==> src/rftr_pkg.sv <==
// rftr_pkg: shared types and constants for the receive FIFO with timed read.
// No dependencies; used by the channel interfaces and the top level.
`timescale 1ns / 1ps

package rftr_pkg;

   // Request kinds carried in the req_type field
   typedef enum logic [1:0] {
      REQ_BYTE  = 2'd0,   // received byte
      REQ_READ  = 2'd1,   // read request with tick timeout
      REQ_TICK  = 2'd2,   // time tick
      REQ_FLUSH = 2'd3    // empty the ring
   } req_kind_type;

   // Result status codes
   localparam logic STATUS_DATA    = 1'b0;
   localparam logic STATUS_TIMEOUT = 1'b1;

   // Field widths
   localparam int unsigned KIND_W  = 2;
   localparam int unsigned BYTE_W  = 8;
   localparam int unsigned TICKS_W = 32;

   typedef logic [BYTE_W-1:0]  byte_type;
   typedef logic [TICKS_W-1:0] ticks_type;

   // Timeout value that never expires
   localparam ticks_type FOREVER_TIMEOUT = 32'hFFFF_FFFF;

endpackage

==> src/rftr_if.sv <==
// rftr_if: valid/ready channel interfaces for requests and results.
// Depends on rftr_pkg for the field types.
`timescale 1ns / 1ps

// Request channel: kind, received byte, read timeout
interface rftr_req_if;
   logic                                  valid;
   logic                                  ready;
   logic [rftr_pkg::KIND_W-1:0]           req_type;
   rftr_pkg::byte_type                    rx_byte;
   rftr_pkg::ticks_type                   timeout_ticks;

   modport source (output valid, output req_type, output rx_byte, output timeout_ticks,
                   input ready);
   modport sink   (input valid, input req_type, input rx_byte, input timeout_ticks,
                   output ready);
endinterface

// Result channel: delivered byte and status
interface rftr_rsp_if;
   logic                 valid;
   logic                 ready;
   rftr_pkg::byte_type   read_byte;
   logic                 read_status;

   modport source (output valid, output read_byte, output read_status, input ready);
   modport sink   (input valid, input read_byte, input read_status, output ready);
endinterface

==> src/rx_fifo_timed_read_unit.sv <==
// rx_fifo_timed_read_unit: receive byte FIFO with a timed blocking read.
// Depends on rftr_pkg, rftr_req_if / rftr_rsp_if and rftr_ram.
`timescale 1ns / 1ps

// Usage
//   req_ch carries one transaction per request: a received byte, a read
//   request with a tick timeout, a time tick, or a flush. rsp_ch returns
//   at most one result per request: a byte with status 0, or a zero byte
//   with status 1 when a pending read timed out.
//   Bytes live in a RING_DEPTH entry ring memory that keeps one slot
//   empty; a byte arriving on a full ring is dropped. A read on an empty
//   ring parks until a byte arrives (handed straight over) or the tick
//   count exceeds the timeout; all-ones waits forever.
//   Throughput: one request per cycle while the result register has room; a
//   ring read also holds off requests in ST_READ (registered ring read port).
//   The result register loads in the cycle after the request, except that a
//   ring read passes through the ring read register and ST_READ first.
//   A request is taken only when the result register is empty or drained
//   in the same cycle, so a stalled receiver holds off further requests.
//   Reset (synchronous) empties the ring and drops any pending read; the
//   ring contents are not cleared and need no clearing pass.
module rx_fifo_timed_read_unit #(
   parameter int unsigned RING_DEPTH = 256
) (
   input  logic        clock,
   input  logic        reset,
   rftr_req_if.sink    req_ch,
   rftr_rsp_if.source  rsp_ch
);

   import rftr_pkg::*;

   localparam int unsigned AW = $clog2(RING_DEPTH);

   typedef enum logic {
      ST_IDLE,
      ST_READ
   } state_type;

   typedef logic [AW-1:0] ptr_type;

   state_type state_ff, state_in;
   ptr_type   wp_ff, wp_in;
   ptr_type   rp_ff, rp_in;
   logic      waiting_ff, waiting_in;
   ticks_type elapsed_ff, elapsed_in;
   ticks_type pending_ff, pending_in;
   logic      rsp_valid_ff, rsp_valid_in;
   byte_type  read_byte_ff, read_byte_in;
   logic      read_status_ff, read_status_in;

   logic      req_ready;
   logic      req_accept;
   logic      ram_we;
   logic      ram_re;
   byte_type  ram_rdata;
   ptr_type   wp_next;
   ptr_type   rp_next;
   ticks_type elapsed_next;

   assign wp_next      = wp_ff + ptr_type'(1);
   assign rp_next      = rp_ff + ptr_type'(1);
   assign elapsed_next = (elapsed_ff == FOREVER_TIMEOUT) ? elapsed_ff
                                                         : elapsed_ff + ticks_type'(1);

   // take a request only in idle with room in the result register
   assign req_ready  = (state_ff == ST_IDLE) && (!rsp_valid_ff || rsp_ch.ready);
   assign req_accept = req_ch.valid && req_ready;

   // ring memory: write at wp, read at rp
   rftr_ram #(
      .WIDTH (BYTE_W),
      .DEPTH (RING_DEPTH)
   ) u_ring (
      .clock   (clock),
      .wr_en   (ram_we),
      .wr_addr (wp_ff),
      .wr_data (req_ch.rx_byte),
      .rd_en   (ram_re),
      .rd_addr (rp_ff),
      .rd_data (ram_rdata)
   );

   // next-state logic
   always_comb begin
      state_in       = state_ff;
      wp_in          = wp_ff;
      rp_in          = rp_ff;
      waiting_in     = waiting_ff;
      elapsed_in     = elapsed_ff;
      pending_in     = pending_ff;
      rsp_valid_in   = rsp_valid_ff && !rsp_ch.ready;
      read_byte_in   = read_byte_ff;
      read_status_in = read_status_ff;
      ram_we         = 1'b0;
      ram_re         = 1'b0;

      if (state_ff == ST_READ) begin
         // ring data arrives from the registered read port in the cycle after the read
         rsp_valid_in   = 1'b1;
         read_byte_in   = ram_rdata;
         read_status_in = STATUS_DATA;
         state_in       = ST_IDLE;
      end else if (req_accept) begin
         unique case (req_kind_type'(req_ch.req_type))
            REQ_BYTE: begin
               if (wp_next != rp_ff) begin
                  ram_we = 1'b1;
                  wp_in  = wp_next;
                  if (waiting_ff) begin
                     // empty ring: hand the byte straight to the reader
                     rp_in          = rp_next;
                     waiting_in     = 1'b0;
                     rsp_valid_in   = 1'b1;
                     read_byte_in   = req_ch.rx_byte;
                     read_status_in = STATUS_DATA;
                  end
               end
            end
            REQ_READ: begin
               if (!waiting_ff) begin
                  if (wp_ff != rp_ff) begin
                     ram_re   = 1'b1;
                     rp_in    = rp_next;
                     state_in = ST_READ;
                  end else begin
                     waiting_in = 1'b1;
                     elapsed_in = '0;
                     pending_in = req_ch.timeout_ticks;
                  end
               end
            end
            REQ_TICK: begin
               if (waiting_ff) begin
                  elapsed_in = elapsed_next;
                  if (pending_ff != FOREVER_TIMEOUT && elapsed_next > pending_ff) begin
                     waiting_in     = 1'b0;
                     rsp_valid_in   = 1'b1;
                     read_byte_in   = '0;
                     read_status_in = STATUS_TIMEOUT;
                  end
               end
            end
            REQ_FLUSH: begin
               if (!waiting_ff) begin
                  rp_in = wp_ff;
               end
            end
            default: begin
            end
         endcase
      end
   end

   // state and result registers
   always_ff @(posedge clock) begin
      if (reset) begin
         state_ff     <= ST_IDLE;
         wp_ff        <= '0;
         rp_ff        <= '0;
         waiting_ff   <= 1'b0;
         elapsed_ff   <= '0;
         pending_ff   <= '0;
         rsp_valid_ff <= 1'b0;
      end else begin
         state_ff     <= state_in;
         wp_ff        <= wp_in;
         rp_ff        <= rp_in;
         waiting_ff   <= waiting_in;
         elapsed_ff   <= elapsed_in;
         pending_ff   <= pending_in;
         rsp_valid_ff <= rsp_valid_in;
      end
      read_byte_ff   <= read_byte_in;
      read_status_ff <= read_status_in;
   end

   assign req_ch.ready       = req_ready;
   assign rsp_ch.valid       = rsp_valid_ff;
   assign rsp_ch.read_byte   = read_byte_ff;
   assign rsp_ch.read_status = read_status_ff;

   // a pending read only exists on an empty ring
   a_wait_empty: assert property (@(posedge clock) disable iff (reset)
      waiting_ff |-> (wp_ff == rp_ff))
      else $error("reader waiting on a non-empty ring");

   // the ring read state lasts exactly one cycle
   a_read_one_cycle: assert property (@(posedge clock) disable iff (reset)
      (state_ff == ST_READ) |=> (state_ff == ST_IDLE))
      else $error("ring read state did not return to idle");

   // the result register is free when ring data lands
   a_read_slot_free: assert property (@(posedge clock) disable iff (reset)
      (state_ff == ST_READ) |-> !rsp_valid_ff)
      else $error("result register busy during ring read");

   // a timeout result carries a zero byte
   a_timeout_zero: assert property (@(posedge clock) disable iff (reset)
      (rsp_valid_ff && (read_status_ff == STATUS_TIMEOUT)) |-> (read_byte_ff == '0))
      else $error("timeout result with nonzero byte");

endmodule

==> src/rftr_ram.sv <==
// rftr_ram: generic simple dual-port RAM, one write and one registered read port.
// No dependencies.
`timescale 1ns / 1ps

module rftr_ram #(
   parameter int unsigned WIDTH = 8,
   parameter int unsigned DEPTH = 256
) (
   input  logic                     clock,
   input  logic                     wr_en,
   input  logic [$clog2(DEPTH)-1:0] wr_addr,
   input  logic [WIDTH-1:0]         wr_data,
   input  logic                     rd_en,
   input  logic [$clog2(DEPTH)-1:0] rd_addr,
   output logic [WIDTH-1:0]         rd_data
);

   logic [WIDTH-1:0] mem_ff [DEPTH];
   logic [WIDTH-1:0] rd_data_ff;

   // write port and registered read port
   always_ff @(posedge clock) begin
      if (wr_en) begin
         mem_ff[wr_addr] <= wr_data;
      end
      if (rd_en) begin
         rd_data_ff <= mem_ff[rd_addr];
      end
   end

   assign rd_data = rd_data_ff;

endmodule

==> src/flat_wrapper.sv <==
// flat-port wrapper written by rule: the top's interface ports become plain ports
module rx_fifo_timed_read_unit_flat import rftr_pkg::*;
#(
   parameter int unsigned RING_DEPTH = 256
)
  (clock, reset, req_ch_valid, req_ch_req_type, req_ch_rx_byte, req_ch_timeout_ticks, req_ch_ready, rsp_ch_valid, rsp_ch_read_byte, rsp_ch_read_status, rsp_ch_ready);
  rftr_req_if req_ch_i ();
  rftr_rsp_if rsp_ch_i ();
  input  logic clock;
  input  logic reset;
  input wire logic [$bits(req_ch_i.valid)-1:0] req_ch_valid;
  input wire logic [$bits(req_ch_i.req_type)-1:0] req_ch_req_type;
  input wire logic [$bits(req_ch_i.rx_byte)-1:0] req_ch_rx_byte;
  input wire logic [$bits(req_ch_i.timeout_ticks)-1:0] req_ch_timeout_ticks;
  output wire logic [$bits(req_ch_i.ready)-1:0] req_ch_ready;
  output wire logic [$bits(rsp_ch_i.valid)-1:0] rsp_ch_valid;
  output wire logic [$bits(rsp_ch_i.read_byte)-1:0] rsp_ch_read_byte;
  output wire logic [$bits(rsp_ch_i.read_status)-1:0] rsp_ch_read_status;
  input wire logic [$bits(rsp_ch_i.ready)-1:0] rsp_ch_ready;
  assign req_ch_i.valid = req_ch_valid;
  assign req_ch_i.req_type = req_ch_req_type;
  assign req_ch_i.rx_byte = req_ch_rx_byte;
  assign req_ch_i.timeout_ticks = req_ch_timeout_ticks;
  assign req_ch_ready = req_ch_i.ready;
  assign rsp_ch_valid = rsp_ch_i.valid;
  assign rsp_ch_read_byte = rsp_ch_i.read_byte;
  assign rsp_ch_read_status = rsp_ch_i.read_status;
  assign rsp_ch_i.ready = rsp_ch_ready;
  rx_fifo_timed_read_unit #(.RING_DEPTH(RING_DEPTH)) u_core (.clock(clock), .reset(reset), .req_ch(req_ch_i), .rsp_ch(rsp_ch_i));
endmodule
==> config.mk <==
export PLATFORM = sky130hd
export DESIGN_NAME = rx_fifo_timed_read_unit_flat
export DESIGN_NICKNAME = d
export VERILOG_FILES = /design/src/rftr_pkg.sv /design/src/rftr_if.sv /design/src/rx_fifo_timed_read_unit.sv /design/src/rftr_ram.sv /design/src/flat_wrapper.sv
export SDC_FILE = /design/constraint.sdc
export NUM_CORES = 2
export LEC_CHECK = 0
export ABC_AREA = 1
export BUFFER_PORTS_ARGS = -buffer_cell sky130_fd_sc_hd__buf_2
export CELL_PAD_IN_SITES_DETAIL_PLACEMENT = 0
export CELL_PAD_IN_SITES_GLOBAL_PLACEMENT = 1
export CORE_MARGIN = 2
export CORE_UTILIZATION = 52
export CTS_CLUSTER_SIZE = 24
export DETAILED_ROUTE_END_ITERATION = 12
export PLACE_DENSITY_LB_ADDON = 0.1
export SLEW_MARGIN = 15
export SYNTH_ARGS = -nofsm -noshare
export SYNTH_HDL_FRONTEND = slang
export SYNTH_HIERARCHICAL = 1
export SYNTH_SLANG_ARGS = --single-unit
==> constraint.sdc <==
create_clock -name clock -period 4.4 [get_ports clock]
set_clock_uncertainty 0.05 [all_clocks]
set_input_delay 0.22 -clock clock [delete_from_list [all_inputs] [get_ports clock]]
set_output_delay 0.22 -clock clock [all_outputs]
set_load 0.01 [all_outputs]
-- After elaboration in Yosys (flattened, before gate mapping)
Memory sizes are Yosys's and may differ from the RTL's. A register that Yosys moved wholly into a read port is not among the register bits.
Index checks and enable logic that the tools add are counted.
- flip-flop bits (word level): 92
- bits in latches: 0
- RAM bits: 2048
- bits in read-only memories: 0
- bits of input ports: 46
- word-level logic and storage cells: 104
- memories: 1
- add/subtract/negate cells: 3
- multiply operators: 0
- div/mod/pow operators: 0
- $lt $le $gt $ge: 1
- equality and inequality tests: 19
- shift-type cells: 0
- mux-type cells: 47
- bitwise operators: 3
- reductions and logical operators: 21
- memories (memory ; depth ; width ; rd ports ; clocked after memory_dff ; write ports ; RTL line ; text):
    u_core.u_ring.mem_ff ; 256 ; 8 ; 1 ; 1 ; 1 ; rftr_ram.sv:18 ; logic [WIDTH-1:0] mem_ff [DEPTH];
- operators with widths (cell ; number):
    $mux 32 ; 4
    $mux 8 ; 11
    $pmux 32 s2 ; 1
    $add 32x1->32 const B ; 1
    $eq 32x32->1 const B ; 1
    $gt 32x32->1 ; 1
    $ne 32x32->1 const B ; 1
    $mux 1 ; 26
    $pmux 8 s3 ; 1
    $reduce_and 6->1 ; 3
    $add 8x1->8 const B ; 2
    $ne 8x8->1 ; 2
    $pmux 8 s2 ; 1
    $ne 3x1->1 const B ; 4
    $ne 2x1->1 const B ; 5
    $reduce_bool 3->1 ; 3
    $reduce_and 4->1 ; 2
    $reduce_and 8->1 ; 1
    $ne 2x2->1 const B ; 3
    $reduce_bool 2->1 ; 3
    $reduce_and 5->1 ; 1
    $eq 2x2->1 const B ; 2
    $logic_and 1x1->1 ; 4
    $pmux 1 s2 ; 2
    6 further kinds ; 9

-- Depth between registers and ports, before layout
- word-level depth: 9
- gate-level depth with buffers: 28
- gate-level depth less buffers: 28

-- Cells and area by module
The synthesis kept the hierarchy.
- modules (own cells, without submodules) (module ; instances ; cells each ; area an instance (um^2) ; sequential area each (um^2)):
    rftr_ram ; 1 ; 7003 ; 83476.3 ; 61739.2
    rx_fifo_timed_read_unit ; 1 ; 851 ; 5941.9 ; 1921.8

-- Worst setup path before layout
OpenSTA, ideal clock, no wires.
- kind: register -> register
- from: register u_core.elapsed_ff[0]
- to: register u_core.read_byte_ff[0] (netlist: u_core/rsp_ch.read_byte[0]) (enable)
- data arrival time: 2.720 ns
- data required time: 4.021 ns
- setup slack: 1.301 ns
- cell stages (with the launch flop): 21
- period minus slack after synthesis: 3.099 ns
- cell sequence: dfxtp_1 > ha_1 > nand2_2 > nor2_1 > nand2_2 > nor2_2 > nand2_2 > nor2_1 > nand3_2 > xor2_2 > ha_1 > nand2_1 > nor2_1 > nand4_1 > nor2_1 > nand2_1 > nand2_1 > nand2_1 > nand2_1 > nand3_1 > nand2_1
- longest elaborated chain between the ends: 6
- elaborated cells between the ends (all ways): 7
- RTL lines (element ; RTL line ; text):
    start, declared ; rx_fifo_timed_read_unit.sv:46 ; ticks_type elapsed_ff, elapsed_in;
    start signal, assigned ; rx_fifo_timed_read_unit.sv:170 ; elapsed_ff <= elapsed_in;
    $add 32x1->32 / $eq 32x32->1 (equally long branches) ; rx_fifo_timed_read_unit.sv:64, rx_fifo_timed_read_unit.sv:63 ;
    $mux 32 (*) ; rx_fifo_timed_read_unit.sv:63 ; assign elapsed_next = (elapsed_ff == FOREVER_TIMEOUT) ? elapsed_ff
    $gt 32x32->1 (*) ; rx_fifo_timed_read_unit.sv:136 ; if (pending_ff != FOREVER_TIMEOUT && elapsed_next > pending_ff) begin
    $logic_and 1x1->1 (*) ; rx_fifo_timed_read_unit.sv:136 ;
    $ne 3x1->1 (no source line) (*) ; n/a ;
    $reduce_and 6->1 (no source line) (*) ; n/a ;
    end signal, assigned ; rx_fifo_timed_read_unit.sv:174 ; read_byte_ff <= read_byte_in;
    end, declared ; rx_fifo_timed_read_unit.sv:49 ; byte_type read_byte_ff, read_byte_in;
Mark *: on every way between the ends. The rest lies on a longest branch, timed or not.
A chain may end at the register's enable or synchronous reset.

-- Worst setup path after layout
- from: register u_core.elapsed_ff[0]
- to: register u_core.rsp_valid_ff (netlist: u_core/rsp_ch.valid)
- longest elaborated chain between the ends: 9
- elaborated cells between the ends (all ways): 10
- RTL lines (element ; RTL line ; text):
    $add 32x1->32 / $eq 32x32->1 (equally long branches) ; rx_fifo_timed_read_unit.sv:64, rx_fifo_timed_read_unit.sv:63 ;
    $mux 32 (*) ; rx_fifo_timed_read_unit.sv:63 ;
    $gt 32x32->1 (*) ; rx_fifo_timed_read_unit.sv:136 ;
    $logic_and 1x1->1 (*) ; rx_fifo_timed_read_unit.sv:136 ;
    $mux 1 (*) ; rx_fifo_timed_read_unit.sv:136 ;
    $mux 1 (*) ; rx_fifo_timed_read_unit.sv:134 ; if (waiting_ff) begin
    $pmux 1 s2 (*) ; rx_fifo_timed_read_unit.sv:105 ; unique case (req_kind_type'(req_ch.req_type))
    $mux 1 (*) ; rx_fifo_timed_read_unit.sv:104 ; end else if (req_accept) begin
    $mux 1 (*) ; rx_fifo_timed_read_unit.sv:98 ; if (state_ff == ST_READ) begin
    end signal, assigned ; rx_fifo_timed_read_unit.sv:172 ; rsp_valid_ff <= rsp_valid_in;
    end, declared ; rx_fifo_timed_read_unit.sv:48 ; logic rsp_valid_ff, rsp_valid_in;
Marked as above.

==> results.txt <==
Top-count cell post-synth -> nand2_1
Least-Margin Pin Slew -> 1120 ps
Total negative slack -> 0 ps
Critical path capture point type -> flop
Routed length per instance -> 24.6 um
GPL Wtd Cong -> 0.880
DP HPWL -> 146000 um
Main synth FF type -> edfxtp_1
Final setup vio count -> 0
Vert. Die Dim -> 419 um
Core Rows -> 152
Area leader, netlist -> edfxtp_1
Total GRT Usage -> 0.287
Distinct cells, synth -> 47
CTS H-tree lvls -> 4
Vias post-DR -> 60000
EDFF count, synth -> 2064
Worst Path Arrival -> 4560 ps
Synth cell count leaders -> nand2_1, edfxtp_1, nand3_1
Clock sink count -> 2148
Worst vdd ir -> 0.000386 V
Setup WS pre-CTS -> 656 ps
Final-report max-slew violation count -> 0
Post-Syn Area per Cell -> 11.4 um2
Initial antenna violation count -> 4
Clk pin slew, worst setup/hold paths -> 60 ps
Endpoints failing hold -> 0
Reg-to-reg startpoint -> u_core/elapsed_ff[0]$_SDFFE_PP0P_
Top cells by area, synth -> edfxtp_1, nand3_1, nand2_1
Root Buffer -> clkbuf_16
Reg2Reg Setup Slack -> 470 ps
Core area -> 171000 um2
Max Fanout on Critical Path -> 7
Crit path buf inv count -> 2
FF+latch area -> 63700 um2
P_leak -> 0.0346 uW
Final Instance Count excl. Fillers -> 10300
Crit path to -> u_core/rsp_ch.valid$_SDFF_PP0_
CP max stage delay -> 540 ps
# fillers -> 14100
Setup Crit Path Kind -> reg -> reg
Max Clock Freq -> 0.254 GHz
Net count of the mapped netlist -> 7939
Largest net degree at the start of global routing -> 182
CTS tree -> built
DIE AREA -> 175000 um2
Worst-case reg-to-reg path depth -> 24
Top cell by count, worst path -> nand2_1
Synth async-reset ratio -> 0
Die X -> 419 um
Number of global-route vias before repair -> 57800
Seq/Total Area, Yosys -> 0.712
Worst skew pair latency -> 850 ps
Max Root-Sink Buffers -> 3
Crit-path slowest cell -> dlygate4sd3_1
R2R Path End -> u_core/rsp_ch.valid$_SDFF_PP0_
Hold crit path type -> in -> reg
Final core utilization -> 0.581
Tmin final -> 3930 ps
DRC -> 0
Num CTS Buffers -> 217
First DRT Iteration DRCs -> 6875
Cells along the critical path -> ha_1 -> nand2_2 -> nor2_1 -> nand2_2 -> nor2_2 -> nand2_2 -> nor2_1 -> nand3_2 -> xor2_2 -> ha_1 -> nand2_1 -> nor2_1 -> nand4_1 -> nor2_1 -> nand3b_1 -> nand2_1 -> inv_1 -> nand3_1 -> nand2_1 -> nand2_1 -> nand2_1 -> nand2_1 -> dlygate4sd3_1 -> a21oi_1
Boundary Pins -> 57
# diodes -> 0
I/O Buffers -> 56
CP delay by family, top -> simple AND/OR/NAND/NOR gates
Synthesized flop and latch total -> 2148
Ys Warns -> 6
Maxcap violations -> 0
Ratio of cells with drive above 1 in the final layout -> 0.0736
Power Density -> 457 nW/um2
Max_slew headroom -> 0.254
TritonRoute pass-1 iters -> 6
Final worst slack -> 468 ps
Post-synthesis cell area -> 89400 um2
ANT nets after route -> 0
Critical path depth in cells -> 24
Routed vias/inst -> 5.85
Starting density of the core -> 0.522
Post-CTS setup buffer count -> 0
Final Cycle Share -> 0.894
Outcome -> complete, no violations
Data required, critical path -> 5030 ps
Synth top area share -> 0.693
First-pass GRT wire length -> 373000 um
Dpl cells -> 9803
DRT Wirelength -> 252000 um
Multi-input logic area -> 22600 um2
CP Launch Point -> u_core/elapsed_ff[0]$_SDFFE_PP0P_
Overall power -> 45500 uW
Layout area overhead -> 11.2%
Grt ovf -> 0
Nets@finish -> 7920
CP startpoint kind -> flop
Unrepaired setup endpoints after global routing -> false
Synth Instances -> 7854
-- worst register-to-register path, delay by kind of cell, from the launching register on --
kind	cells	cell delay (ps)
adders and majority gates	2	530
xor gates and xnor gates	1	170
DFF	1	460
buffers and inverters	2	590
AOI/OAI and AO/OA	1	70
and+or+nand+nor	18	1920
-- cells by family (layout without fill, tap and decap cells) --
kind of cell | count (synthesis) | count (layout) | synth area share
AOI/OAI and AO/OA | 156 | 156 | 0.00901
xor gates and xnor gates | 39 | 39 | 0.00416
adders and majority gates | 39 | 39 | 0.00546
buffers and inverters | 647 | 810 | 0.0351
DFF | 2148 | 2148 | 0.712
muxes | 1 | 1 | 0.000112
and+or+nand+nor | 4824 | 4824 | 0.234
-- cell usage in the layout (no fill, tap or decap), types with 4 or more instances in the layout --
cell type and n:
a21oi_1 91, buf_12 47, buf_2 48, buf_4 123, buf_8 8, bufinv_16 23, clkbuf_1 60, clkbuf_16 221
clkinv_1 40, clkinv_2 37, clkinv_8 6, clkinvlp_4 6, dfxtp_1 78, dfxtp_4 5, dlygate4sd3_1 46, edfxtp_1 2064
ha_1 39, inv_1 121, inv_2 9, nand2_1 2347, nand2_2 14, nand3_1 2056, nand3_2 4, nand4_1 15
nor2_1 336, nor2_2 4, nor3_1 24, nor4_1 5, o21ai_0 57, xnor2_1 13, xor2_1 22, xor2_2 4
-- power breakdown --
| group | total (uW) | switching, uW | internal (uW) |
|---|---|---|---|
| clock | 18300 | 7670 | 10600 |
| sequential | 22500 | 44.9 | 22400 |
| combinational | 4710 | 3480 | 1220 |
-- registers in the layout (all words and copies together) (netlist names) --
signal / cells
u_core/elapsed_ff: 32
u_core/pending_ff: 32
u_core/rp_ff: 8
u_core/rsp_ch.read_byte: 8
u_core/rsp_ch.read_status: 1
u_core/rsp_ch.valid: 1
u_core/state_ff: 1
u_core/u_ring/mem_ff: 2048
u_core/u_ring/rd_data: 8
u_core/waiting_ff: 1
u_core/wp_ff: 8
-- layer usage --
layer	up-vias	GRT usage	wire length, um	part of all wire
met2	2301	0.466	120000	0.48
met3	397	0.0460	18500	0.073
met5	-	0	0	0
li1	27600	-	-	-
met4	0	0.0863	7340	0.029
met1	29700	0.401	106000	0.42
-- area by class of cell --
cell class | count | share of cell area
clock buffer | 284 | 0.0583
clock inverter | 117 | 0.0127
inverter | 137 | 0.00556
multi-input combinational | 5059 | 0.228
sequential | 2148 | 0.641
tap | 2233 | 0.0281
timing repair buffer | 272 | 0.0270
-- through the flow --
step	instance area, um2	hold slack (ps)
floorplan	89400	269
CTS	99400	23.4
global route	99400	78.2
global placement	91900	425
detailed placement	91900	427
finish	99400	74.6
-- how the worst min path moves through the flow --
stage / from / cells past startpoint / to / slack, ps
floorplan: req_ch_rx_byte[0] / 0 / u_core/u_ring/mem_ff[0][0]$_DFFE_PP_ / 270
global placement: u_core/elapsed_ff[15]$_SDFFE_PP0P_ / 2 / u_core/elapsed_ff[15]$_SDFFE_PP0P_ / 420
detailed placement: u_core/elapsed_ff[15]$_SDFFE_PP0P_ / 2 / u_core/elapsed_ff[15]$_SDFFE_PP0P_ / 430
CTS: req_ch_req_type[0] / 5 / u_core/rsp_ch.read_status$_SDFFE_PP0P_ / 20
global route: req_ch_req_type[0] / 5 / u_core/rsp_ch.read_status$_SDFFE_PP0P_ / 80
finish: req_ch_req_type[0] / 5 / u_core/rsp_ch.read_status$_SDFFE_PP0P_ / 70
-- timing repair --
| item | CTS | global route |
|---|---|---|
| gates resized for setup | 0 | 0 |
| endpoints found under the hold margin | 696 | 0 |
| hold buffers | 46 | 0 |
No activity file was read; power rests on OpenSTA's default activity.
